===== src/hdl/lszsl_pkg.sv =====
// shared types, constants and tables for the lidar safety zone speed limiter
// no dependencies; imported by every module of the block
package lszsl_pkg;

  // trig resolution
  localparam int ANGLE_BITS     = 16;
  localparam int TRIG_FRAC_BITS = 15;

  // cordic datapath
  localparam int CORDIC_STEPS = 30;
  localparam int STEP_IDX_W   = $clog2(CORDIC_STEPS);
  localparam int CW           = 33;
  localparam logic signed [CW-1:0] CORDIC_GAIN = CW'(652032874);
  localparam logic [31:0] PHASE_KEEP = ~((32'd1 << (32 - ANGLE_BITS)) - 32'd1);

  // trig and product widths
  localparam int TRIG_W = TRIG_FRAC_BITS + 2;
  localparam int PROD_W = 17 + TRIG_W;

  // queue between front and back
  localparam int QUEUE_DEPTH = 4;
  localparam int QPTR_W      = $clog2(QUEUE_DEPTH);
  localparam int QCNT_W      = $clog2(QUEUE_DEPTH + 1);

  // result queue
  localparam int OUT_DEPTH = 2;
  localparam int OPTR_W    = $clog2(OUT_DEPTH);
  localparam int OCNT_W    = $clog2(OUT_DEPTH + 1);

  // configuration port
  localparam int CFG_IDX_W  = 3;
  localparam int CFG_DATA_W = 16;

  typedef enum logic [1:0] {
    REQ_SCAN  = 2'd0,
    REQ_POINT = 2'd1,
    REQ_CMD   = 2'd2
  } req_e;

  typedef enum logic [CFG_IDX_W-1:0] {
    CFG_HALF_WIDTH  = 3'd0,
    CFG_HARD_MARGIN = 3'd1,
    CFG_SOFT_MARGIN = 3'd2,
    CFG_SOFT_SPEED  = 3'd3,
    CFG_MIN_RANGE   = 3'd4,
    CFG_ANGLE_START = 3'd5,
    CFG_ANGLE_STEP  = 3'd6
  } cfg_idx_e;

  typedef struct packed {
    logic [11:0] half_width;
    logic [11:0] hard_margin;
    logic [11:0] soft_margin;
    logic [14:0] soft_speed;
    logic [11:0] min_range;
    logic [15:0] angle_start;
    logic [15:0] angle_step;
  } cfg_t;

  // one work item on its way through the back end
  typedef struct packed {
    req_e               kind;
    logic        [15:0] angle;
    logic        [15:0] range;
    logic signed [15:0] lin_x;
    logic signed [15:0] lin_y;
    logic signed [15:0] ang_z;
  } item_t;

  typedef struct packed {
    logic signed [15:0] lin_x;
    logic signed [15:0] lin_y;
    logic signed [15:0] ang_z;
    logic               hard_zone;
    logic               soft_zone;
  } res_t;

  // back end status towards the top level
  typedef struct packed {
    logic adv;
    logic hard_zone;
    logic soft_zone;
  } ctl_t;

  // arctangent of 2^-i in units of 2pi/2^32
  function automatic logic [31:0] atan_turn(input logic [STEP_IDX_W-1:0] idx);
    logic [31:0] r;
    unique case (idx)
      5'd0:  r = 32'h20000000;
      5'd1:  r = 32'h12E4051D;
      5'd2:  r = 32'h09FB385B;
      5'd3:  r = 32'h051111D4;
      5'd4:  r = 32'h028B0D43;
      5'd5:  r = 32'h0145D7E1;
      5'd6:  r = 32'h00A2F61E;
      5'd7:  r = 32'h00517C55;
      5'd8:  r = 32'h0028BE53;
      5'd9:  r = 32'h00145F2E;
      5'd10: r = 32'h000A2F98;
      5'd11: r = 32'h000517CC;
      5'd12: r = 32'h00028BE6;
      5'd13: r = 32'h000145F3;
      5'd14: r = 32'h0000A2F9;
      5'd15: r = 32'h0000517C;
      5'd16: r = 32'h000028BE;
      5'd17: r = 32'h0000145F;
      5'd18: r = 32'h00000A2F;
      5'd19: r = 32'h00000517;
      5'd20: r = 32'h0000028B;
      5'd21: r = 32'h00000145;
      5'd22: r = 32'h000000A2;
      5'd23: r = 32'h00000051;
      5'd24: r = 32'h00000028;
      5'd25: r = 32'h00000014;
      5'd26: r = 32'h0000000A;
      5'd27: r = 32'h00000005;
      5'd28: r = 32'h00000002;
      5'd29: r = 32'h00000001;
      default: r = 32'h00000000;
    endcase
    return r;
  endfunction

endpackage


===== src/hdl/lszsl_fifo.sv =====
// short item queue between the front end and the back end
// depends on lszsl_pkg
module lszsl_fifo (
  input  logic             clk_i,
  input  logic             rst_ni,
  input  logic             wr_i,
  input  lszsl_pkg::item_t item_i,
  output logic             full_o,
  input  logic             rd_i,
  output logic             empty_o,
  output lszsl_pkg::item_t item_o
);
  import lszsl_pkg::*;

  item_t             mem_q [QUEUE_DEPTH];
  logic [QPTR_W-1:0] wr_ptr_q, rd_ptr_q;
  logic [QCNT_W-1:0] cnt_q;
  logic              do_wr, do_rd;

  assign full_o  = (cnt_q == QCNT_W'(QUEUE_DEPTH));
  assign empty_o = (cnt_q == '0);
  assign do_wr   = wr_i && !full_o;
  assign do_rd   = rd_i && !empty_o;
  assign item_o  = mem_q[rd_ptr_q];

  always_ff @(posedge clk_i or negedge rst_ni) begin
    if (!rst_ni) begin
      wr_ptr_q <= '0;
      rd_ptr_q <= '0;
      cnt_q    <= '0;
    end else begin
      if (do_wr) begin
        wr_ptr_q <= wr_ptr_q + QPTR_W'(1);
      end
      if (do_rd) begin
        rd_ptr_q <= rd_ptr_q + QPTR_W'(1);
      end
      if (do_wr && !do_rd) begin
        cnt_q <= cnt_q + QCNT_W'(1);
      end else if (do_rd && !do_wr) begin
        cnt_q <= cnt_q - QCNT_W'(1);
      end
    end
  end

  always_ff @(posedge clk_i) begin
    if (do_wr) begin
      mem_q[wr_ptr_q] <= item_i;
    end
  end

endmodule


===== config.mk =====
export PLATFORM = sky130hd
export DESIGN_NAME = lszsl_fifo
export DESIGN_NICKNAME = d
export VERILOG_FILES = /design/src/hdl/lszsl_pkg.sv /design/src/hdl/lszsl_fifo.sv
export SDC_FILE = /design/constraint.sdc
export NUM_CORES = 1
export LEC_CHECK = 0
export BUFFER_PORTS_ARGS = -buffer_cell sky130_fd_sc_hd__buf_4
export CAP_MARGIN = 25
export CELL_PAD_IN_SITES_DETAIL_PLACEMENT = 0
export CELL_PAD_IN_SITES_GLOBAL_PLACEMENT = 1
export CORE_ASPECT_RATIO = 0.7
export CORE_MARGIN = 1
export CORE_UTILIZATION = 52
export CTS_BUF_LIST = sky130_fd_sc_hd__clkbuf_2
export DETAILED_ROUTE_END_ITERATION = 12
export PLACE_DENSITY = 0.8
export SKIP_LAST_GASP = 1
export SLEW_MARGIN = 20
export SYNTH_ARGS = -nofsm -noshare
export SYNTH_HDL_FRONTEND = slang
export SYNTH_SLANG_ARGS = --single-unit

===== constraint.sdc =====
create_clock -name clk_i -period 4.15 [get_ports clk_i]
set_clock_uncertainty 0.2 [all_clocks]
set_input_delay 0.415 -clock clk_i [delete_from_list [all_inputs] [get_ports clk_i]]
set_output_delay 0.415 -clock clk_i [all_outputs]
set_load 0.01 [all_outputs]

==> key figures <==
Status
  • Status: completed

Logic synthesis
  • Avg Cell Area, Syn: 26.4 µm²
  • Cell taking the most area after synthesis: edfxtp_1
  • Synth warn: 0
  • Mapped Area: 0.0122 mm²
  • Syn Nets: 556
  • Post-synth top area share: 80.4%
  • Yosys reg bits: 335
  • Yosys cell types: 20
  • Post-Syn Instances: 464
  • Largest cells by area after synthesis: edfxtp_1 80%, mux4_2 15%, dfrtp_1 1.4%, buf_6 0.64%, ha_1 0.51%
  • Post-synthesis sequential area ratio: 81.8%

STA
  • Slew Limit Fails: 0
  • RSZ-0062 raised after global routing: no
  • Final Hold Viols: 0
  • Min Tclk post-route: 3.49 ns
  • Part of the cycle the worst path needs: 84.2%
  • Post-Route Setup TNS: 0 ns
  • Max_slew headroom: 55.0%
  • # setup viols final: 0
  • Fmax achieved: 286 MHz
  • Worst-margin pin slew: 0.674 ns
  • Setup ws final: 0.656 ns

Route
  • Met3 WL post-DR: 2.10 mm
  • Vias/cell: 5.28
  • M1 WL: 10.2 mm
  • Met2 wire length: 11.3 mm
  • DRT iter0 DRCs: 386
  • Top Layer Used: met4
  • Vias after detailed routing: 6100
  • Final WL: 24.0 mm
  • DR DRC count: 0
  • Pre-antenna DRT Iters: 4
  • Detail Route Antenna Nets: 0
  • Routed WL per cell: 20.7 µm

Worst setup path
  • R2r startpoint: cnt_q[2]
  • CP arrival: 2.88 ns
  • Required time of the critical path: 3.53 ns
  • CP bufs+invs: 2
  • Top delay family on crit path: flip-flops
  • RR Endpoint: mem_q[0][66]
  • Crit-path cells: buf_4 > mux4_2 > buf_4
  • Slowest stage delay, CP: 0.86 ns
  • Startpoint types: flip-flop
  • CP Capture Type: primary output
  • Cell at the slowest stage of the critical path: dfrtp_4
  • Top cell by count, worst path: buf_4
  • Largest fanout on the critical path: 44
  • Register-to-register setup slack: 1.51 ns
  • FF-to-FF path depth: 4
  • Crit path kind: flip-flop to primary output

Die
  • Chip height: 130 µm
  • Row Count: 46
  • Area of the die: 0.0242 mm²
  • Top-Level Pins: 170
  • Core Footprint: 0.0228 mm²
  • Die Wd: 185 µm
  • Initial Util: 53.6%

Clocking
  • CTS Buf Count: 78
  • Root buf cell: clkbuf_2
  • Post-CTS setup buffer count: 0
  • Max Root-Sink Buffers: 3
  • Number of H-tree levels: 3
  • Post-CTS Resized: 0
  • CTS tree: yes
  • Clk_lat worst skew: 0.81 ns
  • CTS clock-pin slew for the worst setup and hold paths: 0.12 ns
  • Clk sink count: 335

Global routing
  • GRT overflow: 0
  • Pin count of the biggest net entering global routing: 58
  • Initial antenna violation count: 1
  • First-pass GRT wire length: 36.1 mm
  • Vias in the first global route: 6503
  • GRT Resource Usage Total: 20.7%

Final layout
  • Fraction of layout cells with a size suffix above 1: 46.4%
  • # fillers: 1496
  • Nets@finish: 881
  • Layout area overhead: 26.1%

Placement
  • Post-DP HPWL: 13.9 mm
  • # port buffers: 169
  • Placer Congestion: 0.737
  • Place WS: 1.47 ns

Worst hold path
  • HP Class: primary input to flip-flop
  • Endpoint, Worst Hold: mem_q[3][58]
  • Hold path startpoint: item_i[58]
  • Worst Hold Depth: 2

Power and ir drop
  • P per Cell Area: 655 mW/mm²
  • Leak: 5.50 nW
  • Peak supply drop: 341 µV

Run
  • Maxcap violations: 0
## metal layers
layer  vias to the layer above  GRT usage (%)
met2                       259           31.6
met1                      3119           28.7
li1                       2688              -
met3                        34           7.01
met5                         -              0
met4                         0           6.56
## where the power goes
| group | internal [W] | switching, W | total [W] |
|---|---|---|---|
| Combinational | 0.00174 | 0.00157 | 0.00331 |
| Sequential | 0.00446 | 0.000337 | 0.00480 |
| Clock | 0.000806 | 0.00121 | 0.00201 |
## Yosys cell counts
cell / n
ha_1: 5
nor3b_2: 1
nor2_1: 1
fa_1: 1
buf_2: 9
inv_1: 4
nand3_1: 1
xor2_1: 2
or3_1: 1
edfxtp_1: 328
dfrtp_1: 7
nand2_1: 1
clkbuf_1: 1
mux2_2: 2
and2_1: 4
buf_6: 7
nor2b_1: 1
xnor2_1: 4
mux4_2: 82
buf_4: 2
## kinds of logic after synthesis
group	count (synthesis)	synth area share (%)
AND/OR/NAND/NOR	10	0.511
flip-flops	335	81.8
adder cells (fa/ha/maj)	6	0.674
multiplexers	84	15.3
XOR/XNOR	6	0.429
buffers and inverters	23	1.29
## placed cells by master, fill, tap and decap left out, drive strengths merged
| master | Yosys | layout |
|---|---|---|
| bufinv | 0 | 1 |
| nor2b | 1 | 1 |
| nor3b | 1 | 1 |
| ha | 5 | 5 |
| buf | 18 | 178 |
| or3 | 1 | 1 |
| xnor2 | 4 | 4 |
| dfrtp | 7 | 7 |
| xor2 | 2 | 2 |
| edfxtp | 328 | 328 |
| and2 | 4 | 4 |
| clkinv | 0 | 11 |
| clkbuf | 1 | 118 |
| fa | 1 | 1 |
| dlygate4sd3 | 0 | 86 |
| mux2 | 2 | 2 |
| nand3 | 1 | 1 |
| nor2 | 1 | 1 |
| nand2 | 1 | 1 |
| mux4 | 82 | 82 |
| inv | 4 | 7 |
| diode | 0 | 1 |
## layout make-up
class                           instances  area, µm²  share of cell area (%)
Tap cell                              312        390                    2.53
Timing Repair Buffer                  264       2260                    14.6
Antenna cell                            1       2.50                  0.0162
Clock inverter                         15       82.6                   0.535
Inverter                                4       15.0                  0.0972
Sequential cell                       335      10000                    64.9
Multi-Input combinational cell        106       2080                    13.4
Clock buffer                          118        591                    3.82
## how the worst max path moves through the flow
stage / start / to / slack (ns) / depth (start not counted)
finish: rd_ptr_q[1] / item_o[51] / 0.66 / 3
global route: rd_ptr_q[0] / item_o[76] / 0.46 / 3
CTS: rd_ptr_q[0] / item_o[76] / 0.55 / 3
detailed placement: rd_ptr_q[0] / item_o[47] / 1.47 / 3
global placement: rd_ptr_q[1] / item_o[51] / 1.51 / 3
floorplan: cnt_q[2] / mem_q[0][0] / 0.76 / 4
## timing repair
item	in CTS	in global routing
setup endpoints to repair	0	0
hold buffers	86	0
endpoints found under the hold margin	342	0
## sequential cells by signal, summed over array words and instances (netlist names)
signal / count
wr_ptr_q: 2
cnt_q: 3
rd_ptr_q: 2
mem_q: 328
## stage by stage
step | total power (W) | hold WS [ns] | instance area, µm² | utilization, % | std cells
floorplan | 0.00673 | -0.0806 | 12200 | - | 464
global placement | 0.00809 | 0.0312 | 13900 | 60.9 | 935
detailed placement | 0.00818 | 0.0344 | 13900 | 60.9 | 935
CTS | 0.0102 | 0.0413 | 15400 | 67.6 | 1154
global route | 0.0107 | 0.0388 | 15400 | 67.6 | 1155
finish | 0.0101 | 0.111 | 15400 | 67.6 | 1155
(Power assumes the default switching activity.)
