File: src/hdl/lszsl_pkg.sv
// shared types, constants and tables for the lidar safety zone speed limiter
// no dependencies; imported by every module of the block
package lszsl_pkg;

  // trig resolution
  localparam int ANGLE_BITS     = 16;
  localparam int TRIG_FRAC_BITS = 15;

  // cordic datapath
  localparam int CORDIC_STEPS = 30;
  localparam int STEP_IDX_W   = $clog2(CORDIC_STEPS);
  localparam int CW           = 33;
  localparam logic signed [CW-1:0] CORDIC_GAIN = CW'(652032874);
  localparam logic [31:0] PHASE_KEEP = ~((32'd1 << (32 - ANGLE_BITS)) - 32'd1);

  // trig and product widths
  localparam int TRIG_W = TRIG_FRAC_BITS + 2;
  localparam int PROD_W = 17 + TRIG_W;

  // queue between front and back
  localparam int QUEUE_DEPTH = 4;
  localparam int QPTR_W      = $clog2(QUEUE_DEPTH);
  localparam int QCNT_W      = $clog2(QUEUE_DEPTH + 1);

  // result queue
  localparam int OUT_DEPTH = 2;
  localparam int OPTR_W    = $clog2(OUT_DEPTH);
  localparam int OCNT_W    = $clog2(OUT_DEPTH + 1);

  // configuration port
  localparam int CFG_IDX_W  = 3;
  localparam int CFG_DATA_W = 16;

  typedef enum logic [1:0] {
    REQ_SCAN  = 2'd0,
    REQ_POINT = 2'd1,
    REQ_CMD   = 2'd2
  } req_e;

  typedef enum logic [CFG_IDX_W-1:0] {
    CFG_HALF_WIDTH  = 3'd0,
    CFG_HARD_MARGIN = 3'd1,
    CFG_SOFT_MARGIN = 3'd2,
    CFG_SOFT_SPEED  = 3'd3,
    CFG_MIN_RANGE   = 3'd4,
    CFG_ANGLE_START = 3'd5,
    CFG_ANGLE_STEP  = 3'd6
  } cfg_idx_e;

  typedef struct packed {
    logic [11:0] half_width;
    logic [11:0] hard_margin;
    logic [11:0] soft_margin;
    logic [14:0] soft_speed;
    logic [11:0] min_range;
    logic [15:0] angle_start;
    logic [15:0] angle_step;
  } cfg_t;

  // one work item on its way through the back end
  typedef struct packed {
    req_e               kind;
    logic        [15:0] angle;
    logic        [15:0] range;
    logic signed [15:0] lin_x;
    logic signed [15:0] lin_y;
    logic signed [15:0] ang_z;
  } item_t;

  typedef struct packed {
    logic signed [15:0] lin_x;
    logic signed [15:0] lin_y;
    logic signed [15:0] ang_z;
    logic               hard_zone;
    logic               soft_zone;
  } res_t;

  // back end status towards the top level
  typedef struct packed {
    logic adv;
    logic hard_zone;
    logic soft_zone;
  } ctl_t;

  // arctangent of 2^-i in units of 2pi/2^32
  function automatic logic [31:0] atan_turn(input logic [STEP_IDX_W-1:0] idx);
    logic [31:0] r;
    unique case (idx)
      5'd0:  r = 32'h20000000;
      5'd1:  r = 32'h12E4051D;
      5'd2:  r = 32'h09FB385B;
      5'd3:  r = 32'h051111D4;
      5'd4:  r = 32'h028B0D43;
      5'd5:  r = 32'h0145D7E1;
      5'd6:  r = 32'h00A2F61E;
      5'd7:  r = 32'h00517C55;
      5'd8:  r = 32'h0028BE53;
      5'd9:  r = 32'h00145F2E;
      5'd10: r = 32'h000A2F98;
      5'd11: r = 32'h000517CC;
      5'd12: r = 32'h00028BE6;
      5'd13: r = 32'h000145F3;
      5'd14: r = 32'h0000A2F9;
      5'd15: r = 32'h0000517C;
      5'd16: r = 32'h000028BE;
      5'd17: r = 32'h0000145F;
      5'd18: r = 32'h00000A2F;
      5'd19: r = 32'h00000517;
      5'd20: r = 32'h0000028B;
      5'd21: r = 32'h00000145;
      5'd22: r = 32'h000000A2;
      5'd23: r = 32'h00000051;
      5'd24: r = 32'h00000028;
      5'd25: r = 32'h00000014;
      5'd26: r = 32'h0000000A;
      5'd27: r = 32'h00000005;
      5'd28: r = 32'h00000002;
      5'd29: r = 32'h00000001;
      default: r = 32'h00000000;
    endcase
    return r;
  endfunction

endpackage

File: src/hdl/lszsl_front.sv
// front end: accepts requests, tracks the scan point angle, drops invalid points
// depends on lszsl_pkg
module lszsl_front (
  input  logic                clk_i,
  input  logic                rst_ni,
  input  logic                push_i,
  input  logic                full_i,
  input  logic [1:0]          req_type_i,
  input  logic [15:0]         range_mm_i,
  input  logic signed [15:0]  cmd_linear_x_i,
  input  logic signed [15:0]  cmd_linear_y_i,
  input  logic signed [15:0]  cmd_angular_z_i,
  input  lszsl_pkg::cfg_t     cfg_i,
  output logic                wr_o,
  output lszsl_pkg::item_t    item_o
);
  import lszsl_pkg::*;

  logic        accept;
  logic [15:0] angle_q, angle_d;

  assign accept = push_i && !full_i;

  always_comb begin
    angle_d = angle_q;
    wr_o    = 1'b0;
    unique case (req_e'(req_type_i))
      REQ_SCAN: begin
        angle_d = cfg_i.angle_start;
        wr_o    = accept;
      end
      REQ_POINT: begin
        // angle advances for skipped points too
        angle_d = angle_q + cfg_i.angle_step;
        wr_o    = accept && (range_mm_i > {4'd0, cfg_i.min_range});
      end
      REQ_CMD: begin
        wr_o = accept;
      end
      default: begin
        wr_o = 1'b0;
      end
    endcase
  end

  always_ff @(posedge clk_i or negedge rst_ni) begin
    if (!rst_ni) begin
      angle_q <= '0;
    end else if (accept) begin
      angle_q <= angle_d;
    end
  end

  assign item_o.kind  = req_e'(req_type_i);
  assign item_o.angle = angle_q;
  assign item_o.range = range_mm_i;
  assign item_o.lin_x = cmd_linear_x_i;
  assign item_o.lin_y = cmd_linear_y_i;
  assign item_o.ang_z = cmd_angular_z_i;

endmodule

File: config.mk
export PLATFORM = sky130hd
export DESIGN_NAME = lszsl_front
export DESIGN_NICKNAME = d
export VERILOG_FILES = /design/src/hdl/lszsl_pkg.sv /design/src/hdl/lszsl_front.sv
export SDC_FILE = /design/constraint.sdc
export NUM_CORES = 1
export LEC_CHECK = 0
export BUFFER_PORTS_ARGS = -buffer_cell sky130_fd_sc_hd__buf_4
export CAP_MARGIN = 10
export CELL_PAD_IN_SITES_DETAIL_PLACEMENT = 2
export CELL_PAD_IN_SITES_GLOBAL_PLACEMENT = 2
export CORE_MARGIN = 5
export CORE_UTILIZATION = 18
export DETAILED_ROUTE_END_ITERATION = 7
export PLACE_DENSITY_LB_ADDON = 0.1
export SLEW_MARGIN = 10
export SYNTH_ARGS = -nofsm -noshare
export SYNTH_HDL_FRONTEND = slang
export SYNTH_SLANG_ARGS = --single-unit
File: constraint.sdc
create_clock -name clk_i -period 4.5 [get_ports clk_i]
set_clock_uncertainty 0.15 [all_clocks]
set_input_delay 0.675 -clock clk_i [delete_from_list [all_inputs] [get_ports clk_i]]
set_output_delay 0.675 -clock clk_i [all_outputs]
set_load 0.02 [all_outputs]
==> results.py, run 1 <==
metrics = {
    "floorplanning": {
        "ios": 248,
        "start_util_pct": 18.3,
        "dieArea_um2": 15800,
        "chipWidth_um": 126,
        "fp-row-count": 42,
        "die_h_um": 126,
        "core_area_um2": 13200,
    },
    "cts": {
        "cts_buffers": 3,
        "cts_root_buffer": "clkbuf_16",
        "ctsResizeCount": 0,
        "clk_path_buf_depth": 2,
        "clock_latency_ns": 0.25,
        "htree_levels": 1,
        "clkSinkCount": 16,
        "hold_buffers": 0,
        "clk_pin_slew_ns": 0.06,
        "cts_tree": "yes",
        "cts_setup_buffers": 0,
    },
    "route": {
        "drt_wl_total_um": 8580,
        "first_pass_iters": 4,
        "via_per_inst": 4.33,
        "ant_nets": 0,
        "wl_per_cell_um": 16.5,
        "drc": 0,
        "vias": 2249,
        "first_iter_violations": 72,
    },
    "setup_path": {
        "cp-end-kind": "primary output",
        "cp_num_buf_inv": 2,
        "slowest_delay_ns": 0.33,
        "crit_top_cell": "buf_4",
        "r2r.worst_path.cells": 10,
        "cpLargestDelayFamily": "compound AO/OA/AOI/OAI gates",
        "r2r_start": "angle_q[0]",
        "reg2reg_slack_ns": 1.96,
        "cp-start-kind": "primary input",
        "crit_fanout": 2,
        "crit_chain": "buf_4 -> ha_1 -> nor2b_1 -> o21a_1 -> o21ai_0 -> a21oi_1 -> o311ai_0 -> a31oi_1 -> buf_4",
        "r2r-end": "angle_q[14]",
        "crit_path_top_delay_cell": "o311ai_0",
        "cp_data_arrival_time_ns": 2.29,
        "cp_data_required_time_ns": 3.67,
        "path_class": "primary input to primary output",
    },
    "yosys": {
        "synth_seq_area_share_pct": 16.6,
        "synth_edf_count": 0,
        "yosys.area.top_type": "buf_4",
        "synthTopCellsByArea": "buf_4, dfrtp_1, ha_1, o21ai_0, a21oi_1",
        "synthArstFlopShare_pct": 100,
        "yosys_warnings": 0,
        "synth.distinct_cells": 48,
        "syn-num-nets": 502,
        "synth_flop_cell": "dfrtp_1",
        "synth_top_cells_by_count": "buf_4, ha_1, inv_1",
        "syn_inst": 309,
        "netlist.area_leader.share_pct": 20.6,
        "netlist_area_um2": 2410,
        "avgSynthCellArea_um2": 7.80,
        "synth_most_common_cell": "buf_4",
        "ys_seq_elements": 16,
    },
    "timing": {
        "worst_slack_ns": 1.38,
        "hold_viol_final": 0,
        "fin_setup_tns_ns": 0,
        "max_freq_mhz": 321,
        "holdWs_ns": 0.141,
        "worst_slew_pin_slew_ns": 0.650,
        "drv_slew": 0,
        "rsz0062_at_grt": "false",
        "min_period_ns": 3.12,
        "slew_headroom_pct": 56.1,
        "post-route-period-util_pct": 69.3,
        "setup_viol": 0,
    },
    "placement": {
        "dp_slack_ns": 1.36,
        "place.gp.congestion": 0.707,
        "post-dp-hpwl_um": 7020,
        "io_buffers": 100,
        "placed_area_um2": 2880,
    },
    "cells_and_area": {
        "final_nets": 538,
        "regMostFlops": "angle_q",
        "largest_reg_flops": 16,
        "area_growth_syn_to_layout_pct": 23.3,
        "stdcell_area_um2": 2970,
        "drive_gt1_share_pct": 33.7,
        "antenna_cells": 0,
        "top_regs": "angle_q: 16 flops",
    },
    "flow_run": {
        "drv_cap": 0,
    },
    "outcome": {
        "status": "finished, final reports clean",
    },
    "pwr": {
        "ir_drop_mv": 0.120,
        "p_leak_nw": 1.44,
        "powerDensity_nw_per_um2": 328,
    },
    "grt": {
        "gr-usage-all-layers_pct": 10.7,
        "grt_start_max_net_pins": 20,
        "antenna_found_initial": 0,
        "gr-total-overflow": 0,
        "grt_pass1_vias": 2632,
        "grt_pass1_wl_um": 13900,
    },
    "hold_path": {
        "hold_path.class": "primary input to asynchronous set/reset pin",
    },
}
-- cell type report --
type	instances	area, µm²
Fill cell	1554	10200
Multi-Input combinational cell	200	1410
Timing Repair Buffer	102	766
Sequential cell	16	400
Tap cell	176	220
Clock buffer	4	88.8
Inverter	22	82.6
-- metrics by stage --
| stage | power [mW] | util (%) | std cells |
|---|---|---|---|
| after floorplan | 0.625 | - | 309 |
| after global placement | 0.771 | 21.8 | 516 |
| after detailed placement | 0.778 | 21.8 | 516 |
| after CTS | 0.999 | 22.5 | 520 |
| after global routing | 1.07 | 22.5 | 520 |
| final | 0.974 | 22.5 | 520 |
-- power by group --
part | switching, mW | total (mW) | internal (mW)
combinational | 0.308 | 0.555 | 0.248
sequential | 0.0320 | 0.210 | 0.178
clock | 0.0736 | 0.209 | 0.136
total | 0.413 | 0.974 | 0.561
-- routing by layer --
layer / track usage [%] / vias up / wire length (µm)
met2: 19.8 / 52 / 4470
met4: 2.61 / 0 / 78
met1: 12.9 / 1083 / 3710
li1: - / 1104 / -
met5: 0 / - / 0
met3: 1.48 / 10 / 320
-- cells in the final DEF, fill, tap and decap left out, types with 2 or more instances in the layout --
master and count:
nor3b_1 2, nor2_1 16, nand2_1 18, dfrtp_1 16, ha_1 27, a31oi_1 6, o311ai_0 3, a21oi_1 19
nand4_1 3, mux2i_1 3, nor3_1 6, clkbuf_16 3, a211oi_1 5, a211o_1 2, or4_1 4, inv_1 22
or3_1 8, buf_4 102, nor2b_1 7, nand2b_1 3, o21a_1 5, a21o_1 7, o21ai_0 21, o31ai_1 6
nand3_1 4, or2_2 3
-- worst max-delay path by stage --
stage | startpoint | endpoint | slack (ns) | cells after the start
2_1_floorplan | cfg_i[33] | wr_o | 1.68 | 8
3_3_place_gp | range_mm_i[1] | wr_o | 1.34 | 9
3_5_place_dp | range_mm_i[1] | wr_o | 1.36 | 9
4_1_cts | range_mm_i[1] | wr_o | 1.35 | 9
5_1_grt | range_mm_i[1] | wr_o | 1.15 | 9
6_report | range_mm_i[1] | wr_o | 1.38 | 9
-- logic make-up after synthesis --
family / synth area share [%]
AO/OA/AOI/OAI: 22.7
flip-flops: 16.6
multiplexers: 1.25
XOR/XNOR: 0.727
adder cells (fa/ha/maj): 14.8
AND/OR/NAND/NOR: 19.1
buffers and inverters: 24.8
Power figures use the tool's default switching activity.
==> run 2, diff against run 1 <==
CORE_UTILIZATION = 17   (was 18)
clock period = 3.15 ns   (was 4.5 ns; I/O delays follow)
==> results.py, run 2 (synthesis results as in run 1) <==
metrics = {
    "outcome": {
        "status": "finished, final reports clean",
    },
    "cts": {
        "htree_levels": 1,
        "clk_pin_slew_ns": 0.06,
        "clk_path_buf_depth": 2,
        "cts_root_buffer": "clkbuf_16",
        "clkSinkCount": 16,
        "cts_buffers": 3,
        "cts_tree": "yes",
        "clock_latency_ns": 0.26,
        "cts_setup_buffers": 0,
    },
    "cells_and_area": {
        "final_nets": 538,
        "stdcell_area_um2": 2960,
        "fin_util_pct": 21.4,
        "antenna_cells": 0,
        "drive_gt1_share_pct": 33.2,
        "largest_reg_flops": 16,
        "area_growth_syn_to_layout_pct": 23.0,
        "layout_commonest_cell": "buf_4",
        "top_regs": "angle_q: 16 flops",
        "regMostFlops": "angle_q",
        "final_cell_mix": "buf_4, ha_1, inv_1",
        "stdcell_count": 523,
    },
    "timing": {
        "fin_setup_tns_ns": 0,
        "hold_viol_final": 0,
        "worst_slew_pin_slew_ns": 0.797,
        "post-route-period-util_pct": 87.8,
        "worst_slack_ns": 0.384,
        "setup_viol": 0,
        "holdWs_ns": 0.336,
        "drv_slew": 0,
        "min_period_ns": 2.77,
        "rsz0062_at_grt": "false",
        "slew_headroom_pct": 46.2,
        "max_freq_mhz": 362,
    },
    "floorplanning": {
        "dieArea_um2": 16700,
        "core_area_um2": 13900,
        "die_h_um": 129,
        "chipWidth_um": 129,
        "ios": 248,
        "start_util_pct": 17.4,
        "fp-row-count": 43,
    },
    "setup_path": {
        "cpLargestDelayFamily": "compound AO/OA/AOI/OAI gates",
        "slowest_delay_ns": 0.56,
        "cp_data_arrival_time_ns": 2.74,
        "path_class": "flip-flop to flip-flop",
        "crit_chain": "ha_1 -> inv_1 -> fa_1 -> nor2b_1 -> o31ai_1 -> a21oi_1 -> a31oi_2 -> mux2i_1 -> a31oi_1",
        "cp_num_buf_inv": 1,
        "cp-start-kind": "flip-flop",
        "cp-end-kind": "flip-flop",
        "cp_data_required_time_ns": 3.13,
        "crit_path_top_delay_cell": "o31ai_1",
        "crit_fanout": 5,
    },
    "grt": {
        "gr-usage-all-layers_pct": 10.5,
        "grt_pass1_wl_um": 13800,
        "gr-total-overflow": 0,
        "antenna_found_initial": 0,
        "grt_pass1_vias": 2600,
        "grt_start_max_net_pins": 20,
    },
    "placement": {
        "io_buffers": 100,
        "placed_area_um2": 2880,
        "dp_slack_ns": 0.153,
        "place.gp.congestion": 0.751,
        "post-dp-hpwl_um": 7270,
        "place_inst": 519,
    },
    "pwr": {
        "ir_drop_mv": 0.134,
        "p_clk_share_pct": 19.7,
        "power_frac_comb_pct": 58.0,
        "powerDensity_nw_per_um2": 462,
        "seq_power_share_pct": 22.3,
        "switchingPower_mw": 0.596,
        "intPower_mw": 0.773,
        "total_power_mw": 1.37,
        "p_leak_nw": 1.43,
        "swShare_pct": 43.5,
    },
    "route": {
        "wl_per_cell_um": 17.1,
        "first_iter_violations": 32,
        "via_per_inst": 4.34,
        "drt_wl_total_um": 8940,
        "first_pass_iters": 4,
        "ant_nets": 0,
        "vias": 2270,
        "drc": 0,
    },
    "hold_path": {
        "hold_path.class": "primary input to flip-flop",
    },
    "flow_run": {
        "drv_cap": 0,
    },
}
run 2: cell types whose count changed in the layout (fill, tap and decap cells not counted):
cell	delta
dlygate4sd3_1	+1
buf_4	-1
clkbuf_8	-1
run 2: repair_timing:
action,in CTS,in global routing
hold buffers,1,0
resized for setup,0,0
endpoints found under the hold margin,16,0
run 2: layer usage:
layer	up-vias	part of all wire (%)	global-route usage (%)
li1	1100	-	-
met3	15	7.6	2.93
met1	1075	43	13.0
met4	0	1.7	4.01
met2	80	48	17.5
met5	-	0	0
run 2: power by group through the flow:
| stage | Combinational [mW] | Clock [mW] | Sequential, mW |
|---|---|---|---|
| after CTS | 0.813 | 0.284 | 0.307 |
| after floorplan | 0.539 | 0 | 0.354 |
| after global placement | 0.792 | 0 | 0.308 |
| after global routing | 0.886 | 0.291 | 0.313 |
| final | 0.795 | 0.270 | 0.305 |
| after detailed placement | 0.806 | 0 | 0.311 |
run 2: cell type report:
type	count	area, µm²
fill	1616	10900
multi-input combinational	200	1410
timing repair buffer	102	768
sequential	16	400
tap	180	225
inverter	22	82.6
clock buffer	3	75.1
run 2: worst min-delay path: cells and delay by family:
kind,cells,cell delay (ns)
AO/OA/AOI/OAI,1,0.07
buffers and inverters,1,0.11
AND/OR/NAND/NOR,1,0.06
run 2: final timing paths:
path                            startpoint     endpoint  slack (ns)  cells past startpoint
worst max-delay path            angle_q[0]  angle_q[14]        0.38                      9
max in group asynchronous           rst_ni  angle_q[14]        2.14                      2
worst max register to register  angle_q[0]  angle_q[14]        0.38                      9
worst min-delay path             cfg_i[20]   angle_q[4]        0.34                      3
worst min register to register  angle_q[5]   angle_q[5]        0.38                      2
min in group asynchronous           rst_ni  angle_q[12]        0.49                      2
==> run 3, diff against run 2 <==
CORE_ASPECT_RATIO = 0.5   (was not set)
CTS_CLUSTER_DIAMETER = 120   (was not set)
clock period = 3.1 ns   (was 3.15 ns; I/O delays follow)
==> results.py, run 3 (synthesis results as in run 1) <==
metrics = {
    "floorplanning": {
        "start_util_pct": 17.6,
        "chipWidth_um": 178,
        "fp-row-count": 30,
        "dieArea_um2": 16800,
        "ios": 248,
        "core_area_um2": 13700,
        "die_h_um": 94.2,
    },
    "timing": {
        "rsz0062_at_grt": "false",
        "worst_slack_ns": 0.339,
        "setup_viol": 0,
        "max_freq_mhz": 362,
        "worst_slew_pin_slew_ns": 0.700,
        "min_period_ns": 2.76,
        "drv_slew": 0,
        "hold_viol_final": 0,
        "post-route-period-util_pct": 89.1,
        "slew_headroom_pct": 52.9,
        "fin_setup_tns_ns": 0,
    },
    "cts": {
        "clk_pin_slew_ns": 0.06,
        "cts_setup_buffers": 0,
        "clk_path_buf_depth": 2,
        "htree_levels": 1,
        "clock_latency_ns": 0.26,
        "clkSinkCount": 16,
        "cts_buffers": 3,
        "cts_root_buffer": "clkbuf_16",
        "cts_tree": "yes",
    },
    "setup_path": {
        "r2r.worst_path.cells": 9,
        "reg2reg_slack_ns": 0.34,
        "cpLargestDelayFamily": "compound AO/OA/AOI/OAI gates",
        "cp-start-kind": "flip-flop",
        "r2r-end": "angle_q[14]",
        "slowest_delay_ns": 0.58,
        "cp_data_required_time_ns": 3.08,
        "crit_start": "angle_q[0]",
        "critical_path_depth": 9,
        "crit_fanout": 5,
        "cp_num_buf_inv": 1,
        "crit_path_top_delay_cell": "o31ai_1",
        "path_class": "flip-flop to flip-flop",
        "cp-end-kind": "flip-flop",
        "r2r_start": "angle_q[0]",
        "crit_chain": "ha_1 -> inv_1 -> fa_1 -> nor2b_1 -> o31ai_1 -> a21oi_1 -> a31oi_2 -> mux2i_1 -> a31oi_1",
        "cp_data_arrival_time_ns": 2.74,
        "cp-endpoint": "angle_q[14]",
    },
    "route": {
        "drt_wl_total_um": 9240,
        "drc": 0,
        "via_per_inst": 4.27,
        "first_iter_violations": 31,
        "ant_nets": 0,
        "first_pass_iters": 4,
        "wl_per_cell_um": 17.2,
        "vias": 2294,
    },
    "cells_and_area": {
        "stdcell_area_um2": 3000,
        "stdcell_count": 537,
        "final_nets": 539,
        "largest_reg_flops": 16,
        "top_regs": "angle_q: 16 flops",
        "seqCellArea_um2": 400,
        "multi_input_area_um2": 1410,
        "fillers": 1606,
        "regMostFlops": "angle_q",
        "layout_commonest_cell": "buf_4",
        "drive_gt1_share_pct": 33.6,
        "area_growth_syn_to_layout_pct": 24.5,
        "final_cell_mix": "buf_4, ha_1, inv_1",
        "antenna_cells": 0,
    },
    "placement": {
        "placed_area_um2": 2900,
        "place_inst": 532,
        "post-dp-hpwl_um": 7650,
        "io_buffers": 100,
        "place.gp.congestion": 0.713,
        "dp_slack_ns": 0.0843,
    },
    "grt": {
        "antenna_found_initial": 1,
        "grt_pass1_vias": 2713,
        "gr-usage-all-layers_pct": 10.7,
        "gr-total-overflow": 0,
        "grt_pass1_wl_um": 14200,
        "grt_start_max_net_pins": 20,
    },
    "pwr": {
        "p_leak_nw": 1.44,
        "powerDensity_nw_per_um2": 472,
        "ir_drop_mv": 0.160,
    },
    "hold_path": {
        "min_from": "cfg_i[20]",
        "hold_path.class": "primary input to flip-flop",
    },
    "outcome": {
        "status": "finished, final reports clean",
    },
    "flow_run": {
        "drv_cap": 0,
    },
}
[run 3: cell type report]
type | instances | area share [%]
Multi-Input combinational cell | 200 | 47.1
Timing Repair Buffer | 103 | 25.9
Sequential cell | 16 | 13.3
Tap cell | 192 | 8.01
Clock buffer | 4 | 2.96
Inverter | 22 | 2.75
[run 3: power by group]
group          switching, mW  total, mW  internal, mW  leakage, nW
Combinational          0.446      0.807         0.361         1.21
Sequential            0.0470      0.305         0.258        0.187
Clock                  0.108      0.305         0.197       0.0442
Total                  0.602       1.42         0.816         1.44
[run 3: repair_timing]
item                      in CTS  in global routing
resized for setup              0                  0
hold buffers                   1                  0
hold endpoints to repair      16                  0
[run 3: per-layer routing]
metal | share of wire (%) | track usage [%]
met2 | 45 | 17.6
met4 | 3.3 | 3.96
met1 | 43 | 12.8
met5 | 0.14 | 0
met3 | 9.0 | 4.14
[run 3: worst min-delay path, cell delays in order]
cell and delay, ns:
buf_4 0.11, nand2_1 0.05, a31oi_1 0.07
[run 3: per-stage QoR]
step | utilization (%) | hold WS (ns) | total power [mW]
6_report | 21.9 | 0.328 | 1.42
3_5_place_dp | 21.2 | 0.221 | 1.13
2_1_floorplan | - | 0.0194 | 0.907
4_1_cts | 21.9 | 0.317 | 1.46
3_3_place_gp | 21.2 | 0.217 | 1.11
5_1_grt | 21.9 | 0.341 | 1.55
[run 3: worst min path at each step]
stage / cells after the start / slack, ns / to
finish: 3 / 0.33 / angle_q[4]
global route: 3 / 0.34 / angle_q[4]
CTS: 3 / 0.32 / angle_q[4]
detailed placement: 1 / 0.22 / angle_q[13]
global placement: 1 / 0.22 / angle_q[13]
floorplan: 0 / 0.02 / angle_q[0]
